`src/rtl/ilid_pkg.sv`:
```
// shared types, constants and the microcode rom of the indexed list block
// no dependencies; imported by rtl/indexed_list_insert_delete.sv
package ilid_pkg;

   localparam int WORD_W  = 32;
   localparam int POS_W   = 8;
   localparam int TOTAL_W = 7;
   localparam int STAT_W  = 2;

   localparam logic [TOTAL_W-1:0] CSR_INIT_RESET = 7'd4;

   typedef enum logic [2:0] {
      OP_APPEND    = 3'd0,
      OP_INSERT    = 3'd1,
      OP_DELETE    = 3'd2,
      OP_READ      = 3'd3,
      OP_OVERWRITE = 3'd4,
      OP_SEARCH    = 3'd5,
      OP_CLEAR     = 3'd6
   } op_type;

   typedef enum logic [STAT_W-1:0] {
      ST_OK        = 2'd0,
      ST_BAD_POS   = 2'd1,
      ST_FULL      = 2'd2,
      ST_NOT_FOUND = 2'd3
   } status_type;

   typedef enum logic [1:0] {
      RA_PTR, RA_PTR_M1, RA_PTR_P1, RA_POS
   } rd_sel_type;

   typedef enum logic [1:0] {
      WA_PTR, WA_POS, WA_CNT
   } wa_sel_type;

   typedef enum logic {
      WD_VAL, WD_RDATA
   } wd_sel_type;

   typedef enum logic [2:0] {
      PTR_KEEP, PTR_LOAD_POS, PTR_LOAD_CNT, PTR_ZERO, PTR_INC, PTR_DEC
   } ptr_op_type;

   typedef enum logic [1:0] {
      CNT_KEEP, CNT_INC, CNT_DEC, CNT_ZERO
   } cnt_op_type;

   typedef enum logic [1:0] {
      CAP_KEEP, CAP_GROW, CAP_SHRINK, CAP_INIT
   } cap_op_type;

   typedef enum logic [1:0] {
      DATA_ZERO, DATA_RDATA, DATA_PTR
   } data_sel_type;

   typedef enum logic [2:0] {
      COND_NEXT,
      COND_ALWAYS,
      COND_DISPATCH,
      COND_PTR_LE_POS,
      COND_PTR_P1_GE_CNT,
      COND_PTR_P1_LT_CNT,
      COND_MATCH
   } cond_type;

   typedef logic [4:0] upc_type;

   typedef struct packed {
      logic         rd_en;
      rd_sel_type   rd_sel;
      logic         wr_en;
      wa_sel_type   wa_sel;
      wd_sel_type   wd_sel;
      ptr_op_type   ptr_op;
      cnt_op_type   cnt_op;
      cap_op_type   cap_op;
      data_sel_type data_sel;
      status_type   status;
      cond_type     cond;
      upc_type      target;
      logic         done;
   } ucode_type;

   // microcode addresses
   localparam upc_type U_DISP      = 5'd0;
   localparam upc_type U_NOP       = 5'd1;
   localparam upc_type U_ERR_POS   = 5'd2;
   localparam upc_type U_ERR_FULL  = 5'd3;
   localparam upc_type U_ERR_MISS  = 5'd4;
   localparam upc_type U_APP       = 5'd5;
   localparam upc_type U_INS       = 5'd6;
   localparam upc_type U_INS_CHK   = 5'd7;
   localparam upc_type U_INS_RD    = 5'd8;
   localparam upc_type U_INS_WB    = 5'd9;
   localparam upc_type U_INS_PUT   = 5'd10;
   localparam upc_type U_DEL       = 5'd11;
   localparam upc_type U_DEL_CHK   = 5'd12;
   localparam upc_type U_DEL_RD    = 5'd13;
   localparam upc_type U_DEL_WB    = 5'd14;
   localparam upc_type U_DEL_FIN   = 5'd15;
   localparam upc_type U_RD        = 5'd16;
   localparam upc_type U_RD_CAP    = 5'd17;
   localparam upc_type U_WR        = 5'd18;
   localparam upc_type U_SRCH      = 5'd19;
   localparam upc_type U_SRCH_RD   = 5'd20;
   localparam upc_type U_SRCH_CMP  = 5'd21;
   localparam upc_type U_SRCH_NXT  = 5'd22;
   localparam upc_type U_SRCH_MISS = 5'd23;
   localparam upc_type U_SRCH_HIT  = 5'd24;
   localparam upc_type U_CLR       = 5'd25;

   // control store; unused addresses finish the item with nothing changed
   function automatic ucode_type ucode_rom(input upc_type addr);
      ucode_type w;
      w = '0;
      case (addr)
         U_DISP: begin
            w.cond = COND_DISPATCH;
         end
         U_NOP: begin
            w.done = 1'b1;
         end
         U_ERR_POS: begin
            w.status = ST_BAD_POS;
            w.done   = 1'b1;
         end
         U_ERR_FULL: begin
            w.status = ST_FULL;
            w.done   = 1'b1;
         end
         U_ERR_MISS: begin
            w.status = ST_NOT_FOUND;
            w.done   = 1'b1;
         end
         U_APP: begin
            w.wr_en  = 1'b1;
            w.wa_sel = WA_CNT;
            w.wd_sel = WD_VAL;
            w.cap_op = CAP_GROW;
            w.cnt_op = CNT_INC;
            w.done   = 1'b1;
         end
         U_INS: begin
            w.ptr_op = PTR_LOAD_CNT;
            w.cap_op = CAP_GROW;
         end
         U_INS_CHK: begin
            w.cond   = COND_PTR_LE_POS;
            w.target = U_INS_PUT;
         end
         U_INS_RD: begin
            w.rd_en  = 1'b1;
            w.rd_sel = RA_PTR_M1;
         end
         U_INS_WB: begin
            w.wr_en  = 1'b1;
            w.wa_sel = WA_PTR;
            w.wd_sel = WD_RDATA;
            w.ptr_op = PTR_DEC;
            w.cond   = COND_ALWAYS;
            w.target = U_INS_CHK;
         end
         U_INS_PUT: begin
            w.wr_en  = 1'b1;
            w.wa_sel = WA_POS;
            w.wd_sel = WD_VAL;
            w.cnt_op = CNT_INC;
            w.done   = 1'b1;
         end
         U_DEL: begin
            w.ptr_op = PTR_LOAD_POS;
            w.cap_op = CAP_SHRINK;
         end
         U_DEL_CHK: begin
            w.cond   = COND_PTR_P1_GE_CNT;
            w.target = U_DEL_FIN;
         end
         U_DEL_RD: begin
            w.rd_en  = 1'b1;
            w.rd_sel = RA_PTR_P1;
         end
         U_DEL_WB: begin
            w.wr_en  = 1'b1;
            w.wa_sel = WA_PTR;
            w.wd_sel = WD_RDATA;
            w.ptr_op = PTR_INC;
            w.cond   = COND_ALWAYS;
            w.target = U_DEL_CHK;
         end
         U_DEL_FIN: begin
            w.cnt_op = CNT_DEC;
            w.done   = 1'b1;
         end
         U_RD: begin
            w.rd_en  = 1'b1;
            w.rd_sel = RA_POS;
         end
         U_RD_CAP: begin
            w.data_sel = DATA_RDATA;
            w.done     = 1'b1;
         end
         U_WR: begin
            w.wr_en  = 1'b1;
            w.wa_sel = WA_POS;
            w.wd_sel = WD_VAL;
            w.done   = 1'b1;
         end
         U_SRCH: begin
            w.ptr_op = PTR_ZERO;
         end
         U_SRCH_RD: begin
            w.rd_en  = 1'b1;
            w.rd_sel = RA_PTR;
         end
         U_SRCH_CMP: begin
            w.cond   = COND_MATCH;
            w.target = U_SRCH_HIT;
         end
         U_SRCH_NXT: begin
            w.ptr_op = PTR_INC;
            w.cond   = COND_PTR_P1_LT_CNT;
            w.target = U_SRCH_RD;
         end
         U_SRCH_MISS: begin
            w.status = ST_NOT_FOUND;
            w.done   = 1'b1;
         end
         U_SRCH_HIT: begin
            w.data_sel = DATA_PTR;
            w.done     = 1'b1;
         end
         U_CLR: begin
            w.cnt_op = CNT_ZERO;
            w.cap_op = CAP_INIT;
            w.done   = 1'b1;
         end
         default: begin
            w.done = 1'b1;
         end
      endcase
      return w;
   endfunction

endpackage

```
`src/rtl/indexed_list_insert_delete.sv`:
```
// indexed list insert/delete: a bounded ordered list of signed words
// request channel req_*, result channel rsp_*, one capacity register csr_*
// an item is taken when req_valid and req_ready are both high; exactly one
// result item comes back for each request item, in order
// the list lives in one simple dual-port ram; a microcode sequencer steps a
// small datapath (pointer, count, capacity) over it, one control word a cycle
// while no finishing step waits on a full output register
// each pass of a shift loop moves one entry (bound check, read, write-back),
// bounded by the single ram read port; one item is worked on at a time
// req_ready is low while an item is in work; it rises again once the result
// sits in the output register, so the next item can be taken while the
// receiver stalls; a finished item waits for the output register to empty
// reset (synchronous, active high) empties the list and loads 4 into the
// capacity register and the logical capacity; the ram is not cleared
// csr writes take effect at the next clear opcode
// depends on rtl/ilid_pkg.sv and rtl/ilid_ram.sv
module indexed_list_insert_delete
   import ilid_pkg::*;
#(
   parameter int DEPTH = 64
) (
   input  logic                      clock,
   input  logic                      reset,
   // request channel
   input  logic                      req_valid,
   output logic                      req_ready,
   input  logic [2:0]                req_opcode,
   input  logic [POS_W-1:0]          req_position,
   input  logic signed [WORD_W-1:0]  req_value,
   // result channel
   output logic                      rsp_valid,
   input  logic                      rsp_ready,
   output logic [STAT_W-1:0]         rsp_status,
   output logic signed [WORD_W-1:0]  rsp_data,
   output logic [TOTAL_W-1:0]        rsp_entry_total,
   output logic [TOTAL_W-1:0]        rsp_logical_capacity,
   output logic                      rsp_is_empty,
   output logic                      rsp_is_full,
   // capacity register write
   input  logic                      csr_wr_en,
   input  logic [TOTAL_W-1:0]        csr_wr_data
);

   // count and pointer hold 0..DEPTH; compare width covers position too
   localparam int AW    = $clog2(DEPTH);
   localparam int CNT_W = $clog2(DEPTH + 1);
   localparam int CMP_W = (CNT_W > POS_W) ? CNT_W : POS_W;
   localparam int EW    = CMP_W + 1;
   localparam int RESET_CAP_I = (DEPTH < int'(CSR_INIT_RESET)) ? DEPTH : int'(CSR_INIT_RESET);
   localparam logic [EW-1:0]    DEPTH_E   = EW'(DEPTH);
   localparam logic [EW-1:0]    ONE_E     = EW'(1);
   localparam logic [CNT_W-1:0] RESET_CAP = CNT_W'(RESET_CAP_I);

   // control state
   logic                   busy_ff,      busy_in;
   upc_type                upc_ff,       upc_in;
   logic                   rsp_valid_ff, rsp_valid_in;
   logic [CNT_W-1:0]       cnt_ff,       cnt_in;
   logic [CNT_W-1:0]       cap_ff,       cap_in;
   logic [TOTAL_W-1:0]     init_cap_ff,  init_cap_in;

   // item and datapath registers
   logic [2:0]             op_ff,        op_in;
   logic [POS_W-1:0]       pos_ff,       pos_in;
   logic [WORD_W-1:0]      val_ff,       val_in;
   logic [CNT_W-1:0]       ptr_ff,       ptr_in;

   // result registers
   status_type             status_ff,    status_in;
   logic [WORD_W-1:0]      data_ff,      data_in;
   logic [TOTAL_W-1:0]     total_ff,     total_in;
   logic [TOTAL_W-1:0]     lcap_ff,      lcap_in;
   logic                   empty_ff,     empty_in;
   logic                   full_ff,      full_in;

   // current control word and step enable
   ucode_type              uw;
   logic                   step_go;
   logic                   cond_hit;
   upc_type                disp_target;

   // widened operands for compares
   logic [EW-1:0]          ptr_e, pos_e, cnt_e, cap_e, init_e;
   logic [EW-1:0]          ptr_m1_e, ptr_p1_e, cap_dbl_e;
   logic [EW-1:0]          cap_grow_e, cap_shrink_e, cap_init_e;
   logic                   store_full;

   // ram port
   logic                   ram_wr_en;
   logic [AW-1:0]          ram_wr_addr;
   logic [WORD_W-1:0]      ram_wr_data;
   logic                   ram_rd_en;
   logic [AW-1:0]          ram_rd_addr;
   logic [WORD_W-1:0]      ram_rd_data;

   ilid_ram #(
      .WIDTH (WORD_W),
      .DEPTH (DEPTH),
      .AW    (AW)
   ) u_store (
      .clock   (clock),
      .wr_en   (ram_wr_en),
      .wr_addr (ram_wr_addr),
      .wr_data (ram_wr_data),
      .rd_en   (ram_rd_en),
      .rd_addr (ram_rd_addr),
      .rd_data (ram_rd_data)
   );

   assign req_ready = !busy_ff;

   // capacity arithmetic
   always_comb begin
      ptr_e     = EW'(ptr_ff);
      pos_e     = EW'(pos_ff);
      cnt_e     = EW'(cnt_ff);
      cap_e     = EW'(cap_ff);
      init_e    = EW'(init_cap_ff);
      ptr_m1_e  = ptr_e - ONE_E;
      ptr_p1_e  = ptr_e + ONE_E;
      cap_dbl_e = cap_e << 1;

      // double when full, saturating at the store depth
      if (cnt_e >= cap_e) begin
         cap_grow_e = (cap_dbl_e > DEPTH_E) ? DEPTH_E : cap_dbl_e;
      end else begin
         cap_grow_e = cap_e;
      end

      // halve when the count sits at half the capacity
      if ((cnt_e == (cap_e >> 1)) && (cap_e > ONE_E)) begin
         cap_shrink_e = cap_e >> 1;
      end else begin
         cap_shrink_e = cap_e;
      end

      // register value clamped into 1..DEPTH
      if (init_e == '0) begin
         cap_init_e = ONE_E;
      end else if (init_e > DEPTH_E) begin
         cap_init_e = DEPTH_E;
      end else begin
         cap_init_e = init_e;
      end

      store_full = (cnt_e >= cap_e) && (cap_e >= DEPTH_E);
   end

   // opcode dispatch with the range checks folded in
   always_comb begin
      disp_target = U_NOP;
      case (op_type'(op_ff))
         OP_APPEND: begin
            disp_target = store_full ? U_ERR_FULL : U_APP;
         end
         OP_INSERT: begin
            if (pos_e > cnt_e) begin
               disp_target = U_ERR_POS;
            end else if (store_full) begin
               disp_target = U_ERR_FULL;
            end else begin
               disp_target = U_INS;
            end
         end
         OP_DELETE: begin
            disp_target = (pos_e >= cnt_e) ? U_ERR_POS : U_DEL;
         end
         OP_READ: begin
            disp_target = (pos_e >= cnt_e) ? U_ERR_POS : U_RD;
         end
         OP_OVERWRITE: begin
            disp_target = (pos_e >= cnt_e) ? U_ERR_POS : U_WR;
         end
         OP_SEARCH: begin
            disp_target = (cnt_e == '0) ? U_ERR_MISS : U_SRCH;
         end
         OP_CLEAR: begin
            disp_target = U_CLR;
         end
         default: begin
            disp_target = U_NOP;
         end
      endcase
   end

   // sequencer and datapath
   always_comb begin
      uw = ucode_rom(upc_ff);

      // a finishing step waits while the output register is still full
      step_go = busy_ff && (!uw.done || !rsp_valid_ff || rsp_ready);

      case (uw.cond)
         COND_PTR_LE_POS:    cond_hit = (ptr_e <= pos_e);
         COND_PTR_P1_GE_CNT: cond_hit = (ptr_p1_e >= cnt_e);
         COND_PTR_P1_LT_CNT: cond_hit = (ptr_p1_e < cnt_e);
         COND_MATCH:         cond_hit = (ram_rd_data == val_ff);
         COND_ALWAYS:        cond_hit = 1'b1;
         COND_DISPATCH:      cond_hit = 1'b1;
         default:            cond_hit = 1'b0;
      endcase

      // ram port
      ram_rd_en = step_go && uw.rd_en;
      case (uw.rd_sel)
         RA_PTR_M1: ram_rd_addr = ptr_m1_e[AW-1:0];
         RA_PTR_P1: ram_rd_addr = ptr_p1_e[AW-1:0];
         RA_POS:    ram_rd_addr = pos_e[AW-1:0];
         default:   ram_rd_addr = ptr_e[AW-1:0];
      endcase
      ram_wr_en = step_go && uw.wr_en;
      case (uw.wa_sel)
         WA_POS:  ram_wr_addr = pos_e[AW-1:0];
         WA_CNT:  ram_wr_addr = cnt_e[AW-1:0];
         default: ram_wr_addr = ptr_e[AW-1:0];
      endcase
      ram_wr_data = (uw.wd_sel == WD_RDATA) ? ram_rd_data : val_ff;

      // hold by default
      busy_in      = busy_ff;
      upc_in       = upc_ff;
      cnt_in       = cnt_ff;
      cap_in       = cap_ff;
      ptr_in       = ptr_ff;
      op_in        = op_ff;
      pos_in       = pos_ff;
      val_in       = val_ff;
      status_in    = status_ff;
      data_in      = data_ff;
      total_in     = total_ff;
      lcap_in      = lcap_ff;
      empty_in     = empty_ff;
      full_in      = full_ff;
      init_cap_in  = csr_wr_en ? csr_wr_data : init_cap_ff;
      rsp_valid_in = rsp_valid_ff && !rsp_ready;

      if (step_go) begin
         case (uw.ptr_op)
            PTR_LOAD_POS: ptr_in = pos_e[CNT_W-1:0];
            PTR_LOAD_CNT: ptr_in = cnt_ff;
            PTR_ZERO:     ptr_in = '0;
            PTR_INC:      ptr_in = ptr_p1_e[CNT_W-1:0];
            PTR_DEC:      ptr_in = ptr_m1_e[CNT_W-1:0];
            default:      ptr_in = ptr_ff;
         endcase

         case (uw.cnt_op)
            CNT_INC:  cnt_in = cnt_ff + CNT_W'(1);
            CNT_DEC:  cnt_in = cnt_ff - CNT_W'(1);
            CNT_ZERO: cnt_in = '0;
            default:  cnt_in = cnt_ff;
         endcase

         case (uw.cap_op)
            CAP_GROW:   cap_in = cap_grow_e[CNT_W-1:0];
            CAP_SHRINK: cap_in = cap_shrink_e[CNT_W-1:0];
            CAP_INIT:   cap_in = cap_init_e[CNT_W-1:0];
            default:    cap_in = cap_ff;
         endcase

         if (uw.cond == COND_DISPATCH) begin
            upc_in = disp_target;
         end else if (cond_hit) begin
            upc_in = uw.target;
         end else begin
            upc_in = upc_ff + 5'd1;
         end

         // finishing step loads the result register
         if (uw.done) begin
            busy_in      = 1'b0;
            rsp_valid_in = 1'b1;
            status_in    = uw.status;
            case (uw.data_sel)
               DATA_RDATA: data_in = ram_rd_data;
               DATA_PTR:   data_in = WORD_W'(ptr_ff);
               default:    data_in = '0;
            endcase
            total_in = TOTAL_W'(cnt_in);
            lcap_in  = TOTAL_W'(cap_in);
            empty_in = (cnt_in == '0);
            full_in  = (cnt_in == cap_in);
         end
      end

      // new item; only possible while the sequencer is idle
      if (req_valid && req_ready) begin
         busy_in = 1'b1;
         upc_in  = U_DISP;
         op_in   = req_opcode;
         pos_in  = req_position;
         val_in  = req_value;
      end
   end

   always_ff @(posedge clock) begin
      if (reset) begin
         busy_ff      <= 1'b0;
         upc_ff       <= U_DISP;
         rsp_valid_ff <= 1'b0;
         cnt_ff       <= '0;
         cap_ff       <= RESET_CAP;
         init_cap_ff  <= CSR_INIT_RESET;
      end else begin
         busy_ff      <= busy_in;
         upc_ff       <= upc_in;
         rsp_valid_ff <= rsp_valid_in;
         cnt_ff       <= cnt_in;
         cap_ff       <= cap_in;
         init_cap_ff  <= init_cap_in;
      end
   end

   // payload registers, no reset
   always_ff @(posedge clock) begin
      op_ff     <= op_in;
      pos_ff    <= pos_in;
      val_ff    <= val_in;
      ptr_ff    <= ptr_in;
      status_ff <= status_in;
      data_ff   <= data_in;
      total_ff  <= total_in;
      lcap_ff   <= lcap_in;
      empty_ff  <= empty_in;
      full_ff   <= full_in;
   end

   assign rsp_valid            = rsp_valid_ff;
   assign rsp_status           = status_ff;
   assign rsp_data             = data_ff;
   assign rsp_entry_total      = total_ff;
   assign rsp_logical_capacity = lcap_ff;
   assign rsp_is_empty         = empty_ff;
   assign rsp_is_full          = full_ff;

endmodule

```
`src/rtl/ilid_ram.sv`:
```
// generic simple dual-port ram: one write port, one registered read port
// no dependencies
module ilid_ram #(
   parameter int WIDTH = 32,
   parameter int DEPTH = 64,
   parameter int AW    = $clog2(DEPTH)
) (
   input  logic             clock,
   input  logic             wr_en,
   input  logic [AW-1:0]    wr_addr,
   input  logic [WIDTH-1:0] wr_data,
   input  logic             rd_en,
   input  logic [AW-1:0]    rd_addr,
   output logic [WIDTH-1:0] rd_data
);

   logic [WIDTH-1:0] mem_ff [DEPTH];
   logic [WIDTH-1:0] rd_data_ff;

   always_ff @(posedge clock) begin
      if (wr_en) begin
         mem_ff[wr_addr] <= wr_data;
      end
      if (rd_en) begin
         rd_data_ff <= mem_ff[rd_addr];
      end
   end

   assign rd_data = rd_data_ff;

endmodule
```
`config.mk`:
```
export PLATFORM = sky130hd
export DESIGN_NAME = indexed_list_insert_delete
export DESIGN_NICKNAME = d
export VERILOG_FILES = /design/src/rtl/ilid_pkg.sv /design/src/rtl/indexed_list_insert_delete.sv /design/src/rtl/ilid_ram.sv
export SDC_FILE = /design/constraint.sdc
export NUM_CORES = 2
export LEC_CHECK = 0
export BUFFER_PORTS_ARGS = -buffer_cell sky130_fd_sc_hd__buf_2
export CAP_MARGIN = 20
export CORE_MARGIN = 1
export CORE_UTILIZATION = 30
export CTS_CLUSTER_DIAMETER = 30
export DETAILED_ROUTE_END_ITERATION = 10
export HOLD_SLACK_MARGIN = 0.02
export PLACE_DENSITY_LB_ADDON = 0.3
export SLEW_MARGIN = 40
export SYNTH_ARGS = -nofsm -noshare
export SYNTH_HDL_FRONTEND = slang
export SYNTH_HIERARCHICAL = 1
export SYNTH_SLANG_ARGS = --single-unit
```
`constraint.sdc`:
```
create_clock -name clock -period 13.7 [get_ports clock]
set_clock_uncertainty 0.1 [all_clocks]
set_input_delay 2.74 -clock clock [delete_from_list [all_inputs] [get_ports clock]]
set_output_delay 2.74 -clock clock [all_outputs]
set_load 0.005 [all_outputs]
```
# After elaboration in Yosys (flattened, before gate mapping)
# Memory sizes are Yosys's and may differ from the RTL's. A register that Yosys moved wholly into a read port is not among the register bits.
# Index checks and enable logic that the tools add are counted.
# W data, S select, Z words.
[op_classes]
n_mux = 41
bitwise_logic = 1
n_lt_le_gt_ge = 10
n_shift = 0
mul = 0
n_reduce_logical = 31
n_addsub = 5
div_mod_pow = 0
eq_ne = 58
[op_table]
columns = ["op", "n"]
rows = [
  ["$pmux W32 S2", 1],
  ["$eq A5 B5 Y1 const B", 10],
  ["$mux W7", 7],
  ["$pmux W7 S3", 2],
  ["$eq A5 B4 Y1 const B", 8],
  ["$pmux W5 S7", 1],
  ["$pmux W7 S5", 1],
  ["$eq A32 B32 Y1", 1],
  ["$mux W32", 1],
  ["$pmux W5 S6", 1],
  ["$mux W5", 5],
  ["$eq A3 B3 Y1 const B", 8],
  ["$eq A5 B3 Y1 const B", 4],
  ["$eq A3 B2 Y1 const B", 6],
  ["$pmux W2 S3", 3],
  ["$pmux W3 S6", 1],
  ["$pmux W6 S3", 1],
  ["$eq A2 B2 Y1 const B", 8],
  ["$ge A8 B7 Y1", 2],
  ["$reduce_or A2 Y1", 8],
  ["$pmux W3 S5", 1],
  ["$logic_not A7 Y1", 2],
  ["$reduce_or A14 Y1", 1],
  ["$sub A7 B1 Y7 const B", 2],
  ["other kinds (35)", 61],
]
[word_totals]
romBits = 0
n_memories = 1
word_cells = 163
ff_bits = 128
inputBits = 55
ram_bits = 2048
latch_bits = 0
[mem_list]
columns = ["name", "words", "word_bits", "read_ports", "rd_clocked_by_memory_dff", "wr", "line", "rtl"]
rows = [
  ["u_store.mem_ff", 64, 32, 1, 1, 1, "ilid_ram.sv:17", "logic [WIDTH-1:0] mem_ff [DEPTH];"],
]

# Depth between registers and ports, before layout
[logic_depth]
ltp_word = 8
mapped_depth = 20
ltp_nobuf = 17

# Cells and area by module
# The synthesis kept the hierarchy.
[by_module_without_submodules]
columns = ["mod", "n_inst", "area_per_inst_um2", "seq_area_each_um2", "cells_per_inst"]
rows = [
  ["ilid_ram", 1, 78835.6, 62459.9, 3324],
  ["indexed_list_insert_delete", 1, 8196.6, 3563.4, 839],
]

# Worst setup path before layout
# Ideal clock, no wire load.
[synth_timing]
path_kind = "input port to flip-flop"
from = "input rsp_ready"
to = "memory u_store.mem_ff[49][0], enable pin"
n_path_buf = 1
t_arrival_ns = 6.076
required_ns = 13.139
path_stages = 8
path_slack_ns = 7.063
setup_time_ns = 0.461
cell_sequence = "nand2b_1 nand2b_1 nand2_1 clkbuf_1 a21oi_1 nor2b_1 nand4_1 nor3_1"
[synth_via]
elab_chain_cells = 5
[synth_rtl]
columns = ["item", "line", "rtl"]
rows = [
  ["from (decl)", "indexed_list_insert_delete.sv:32", "input logic rsp_ready,"],
  ["$logic_or A1 B1 Y1", "indexed_list_insert_delete.sv:191", "step_go = busy_ff && (!uw.done || !rsp_valid_ff || rsp_ready);"],
  ["$logic_and A1 B1 Y1", "indexed_list_insert_delete.sv:191", ""],
  ["$logic_and A1 B1 Y1", "indexed_list_insert_delete.sv:211", "ram_wr_en = step_go && uw.wr_en;"],
  ["net ram_wr_en", "indexed_list_insert_delete.sv:89", "logic ram_wr_en;"],
  ["$mux W1", "ilid_ram.sv:21", "if (wr_en) begin"],
  ["$mux W1 (not written as such)", "ilid_ram.sv:22", "mem_ff[wr_addr] <= wr_data;"],
  ["to (decl)", "ilid_ram.sv:17", ""],
]
# The timed path passes the listed nets, and every way through them passes these cells.

# Worst setup path in the final report
[layout_timing]
from = "register upc_ff[4]"
to = "register u_store.rd_data_ff[18], in the netlist u_store/rd_data[18] (read register of u_store.mem_ff), data pin"
[layout_via]
elab_cells_between_ends = 24
cone_classes = "eq/ne: 16; mux: 2; reduce/logical: 6"
[layout_rtl]
columns = ["item", "line", "rtl"]
rows = [
  ["from (decl)", "indexed_list_insert_delete.sv:56", "upc_type upc_ff, upc_in;"],
  ["from (signal assigned)", "indexed_list_insert_delete.sv:306", "upc_ff <= upc_in;"],
  ["$eq A5 B5 Y1 or $eq A5 B4 Y1 (tied branches)", "ilid_pkg.sv:117", "case (addr)"],
  ["$pmux W3 S4 (*)", "ilid_pkg.sv:117", ""],
  ["$eq A2 B2 Y1 or $eq A2 B1 Y1 (tied branches)", "indexed_list_insert_delete.sv:205", "case (uw.rd_sel)"],
  ["$pmux W6 S3 (*)", "indexed_list_insert_delete.sv:205", ""],
  ["net ram_rd_addr[0]", "indexed_list_insert_delete.sv:93", "logic [AW-1:0] ram_rd_addr;"],
  ["to (decl)", "ilid_ram.sv:18", "logic [WIDTH-1:0] rd_data_ff;"],
]
# Mark *: on every way through the listed nets, which the timed path passes. The rest lies on a longest branch.
# A chain may end at the register's enable or synchronous reset.

==> flow_summary.toml <==
[run]
maxCapViolCount = 0

[pwr]
peakVddDrop_mv = 0.121
pwr-share-seq = 0.410
p_leak_nw = 34.7
p_int_mw = 14.5
comb_power_share = 0.033
power.switching_mw = 3.80
switching_share = 0.208
p_per_area_mw_per_mm2 = 170
p_clk_frac = 0.557

[die]
fp.dieW_um = 541
rows = 197
dieArea_mm2 = 0.292
ioPinCount = 107
core_mm2 = 0.288
die-height_um = 541
start_util = 0.302

[final_layout]
final_core_util = 0.373
drive_gt1_frac = 0.323
final_cells = 8755
multi_input_area_mm2 = 0.0205
area.sequential_mm2 = 0.0660
final_common_cell = "edfxtp_1"
final_nets = 4722
fillCellCount = 26100
layout_common_cells = "edfxtp_1, mux4_2, clkbuf_16"
syn2layout_area_growth_pct = 23.6
design_area_mm2 = 0.108

[clock_tree]
cts_setup_buffers = 0
clock-root-buffer = "clkbuf_16"
clk_pin_slew_ps = 50
cts_sinks = 2208
cts_hold_buf = 0
cts-htree-levels = 5
cts_max_path_buffers = 4
cts_buffers = 425
clock_latency_ps = 960
cts_tree = "yes"
cts_resized = 0

[drt]
antenna_left = 0
drtIter0Drc = 4936
finalWirelength_um = 245000
via_per_inst = 5.14
remaining_drc_errors = 0
num_vias = 45000
wl_per_cell_um = 28.0
firstDrtPassIters = 5

[critical_path]
required_ps = 14260
slowest_stage = "dfxtp_1"
ff2ff_setup_slack_ps = 7040
crit_fanout = 83
critPathKind = "register to register"
path_buf_inv = 5
cpLargestDelayFamily = "buffers and inverters"
path_cells = "inv_1, nand2_1, nor2_1, a21oi_1, a22oi_1, o31ai_4, buf_4, buf_12, buf_6, buf_6, mux4_2, mux4_2, o22ai_1, nor2_1"
cp.arrival_ps = 7210
slowest_delay_ps = 710
cp-start-kind = "register"
crit_path_end_kind = "register"

[synthesis]
synth-main-ff-cell = "edfxtp_1"
avgSynthCellArea_um2 = 20.9
synth_cells = 4163
yosysSeqAreaShare = 0.759
async_flop_share = 0
syn_area_mm2 = 0.0870
synth_edf_count = 2180
synth_nets = 4261
synthDistinctLibCells = 76
yosysWarnings = 6
ys_ff_latch = 2208

[placed_design]
placed_cells = 7970
place_area_mm2 = 0.0932
gp_congestion = 0.833
post-place-ws_ps = 6720
dpl.hpwl_um = 138000
io_buffers = 106

[timing]
worst_pin_slew_ps = 1020
fmax_ghz = 0.150
finalSetupTns_ps = 0
finalSetupViolations = 0
period_minus_slack_ps = 6660
grt_setup_unrepaired = "no"
final-hold-violation-count = 0
slew_violations = 0
fin_crit_sh = 0.486
finalWorstSetupSlack_ps = 7040
relSlewSlack = 0.323

[outcome]
status = "complete, no violations"

[global_route]
grt_max_degree = 111
grt_pass1_wl_um = 346000
antenna_found_initial = 11
track_usage = 0.166
grt_overflow = 0
grt_pass1_vias = 46400

[worst_hold_path]
min_path_type = "register to register"
==> logic make-up (layout without fill, tap and decap cells) <==
group,Yosys count,count (layout),synth area share
xor gates and xnor gates,56,56,0.00564
other,0,7,0
adders and majority gates,43,43,0.00618
AOI/OAI and AO/OA,388,388,0.0297
DFF,2208,2208,0.759
buffers and inverters,278,1082,0.0145
and+or+nand+nor,504,504,0.0278
muxes,686,686,0.158
==> power by group through the flow <==
stage | Clock (mW) | Sequential, mW | Combinational, mW
floorplan | 0 | 7.61 | 0.355
global placement | 0 | 7.63 | 0.594
detailed placement | 0 | 7.63 | 0.606
CTS | 10.3 | 7.50 | 0.608
global route | 10.6 | 7.50 | 0.642
finish | 10.2 | 7.50 | 0.606
==> layout make-up <==
cell class	instances	share of cell area
Multi-Input combinational cell	1677	0.190
Clock inverter	284	0.0289
Tap cell	3781	0.0440
Timing Repair Buffer	268	0.0191
Inverter	44	0.00153
Clock buffer	486	0.102
Antenna cell	7	0.000163
Sequential cell	2208	0.614
==> tightest hold or removal path, cell delays in order (launching register included) <==
cell and delay [ps]:
dfxtp_1 300, nand2b_1 90, a21oi_1 60
==> state kept, by name, summed over array words and instances (netlist names) <==
| name | cells |
|---|---|
| rsp_valid | 1 |
| u_store/rd_data | 32 |
| op_ff | 3 |
| u_store/mem_ff | 2048 |
| pos_ff | 8 |
| rsp_data | 32 |
| rsp_is_full | 1 |
| rsp_is_empty | 1 |
| upc_ff | 5 |
| init_cap_ff | 7 |
| rsp_status | 2 |
| rsp_logical_capacity | 7 |
| val_ff | 32 |
| busy_ff | 1 |
| rsp_entry_total | 7 |
| ptr_ff | 7 |
| cap_ff | 7 |
| cnt_ff | 7 |
==> Yosys cell counts (all sizes together), types with 4 or more instances <==
master  count  area share
a211oi     16      0.0014
a21oi     109      0.0063
a221o      11      0.0013
a221oi      6     0.00060
a22o        6     0.00062
a22oi      30      0.0026
a311oi     11      0.0011
a31oi       8     0.00058
a41o        4     0.00046
and2       31      0.0022
and3        7     0.00050
buf       118      0.0076
clkbuf    116      0.0050
dfxtp      28      0.0064
edfxtp   2180        0.75
ha         43      0.0062
inv        44      0.0019
mux2       34      0.0044
mux2i     108       0.012
mux4      544        0.14
nand2      86      0.0037
nand2b     22      0.0016
nand3      19      0.0011
nand3b      6     0.00052
nand4      11     0.00079
nor2      214      0.0092
nor2b      30      0.0022
nor3       32      0.0020
nor3b       4     0.00035
nor4       16      0.0012
o21a        7     0.00060
o21ai      31      0.0018
o221ai     29      0.0029
o22ai      89      0.0064
o31ai       4     0.00035
o32ai       5     0.00050
or2         6     0.00043
or3         4     0.00029
or3b        6     0.00060
xnor2      17      0.0017
xor2       39      0.0039
==> worst paths after layout <==
| check | startpoint | endpoint | depth (start not counted) |
|---|---|---|---|
| worst max-delay path | upc_ff[4]$_SDFFE_PP0P_ | u_store/rd_data[18]$_DFFE_PP_ | 14 |
| worst min-delay path | rsp_valid$_SDFF_PP0_ | rsp_valid$_SDFF_PP0_ | 2 |
| worst min register to register | rsp_valid$_SDFF_PP0_ | rsp_valid$_SDFF_PP0_ | 2 |
| worst max register to register | upc_ff[4]$_SDFFE_PP0P_ | u_store/rd_data[18]$_DFFE_PP_ | 14 |
==> layer usage <==
metal	vias up	track usage	wire length [µm]
met5	-	0	13
met4	2	0.0450	5580
met2	1758	0.274	121000
li1	18500	-	-
met3	358	0.0345	17800
met1	24400	0.220	101000
==> stage by stage <==
step	total power [mW]	hold WS, ps
detailed placement	8.23	407
finish	18.3	411
global route	18.8	446
global placement	8.22	394
floorplan	7.97	355
CTS	18.4	418
Power figures use the tool's default switching activity.
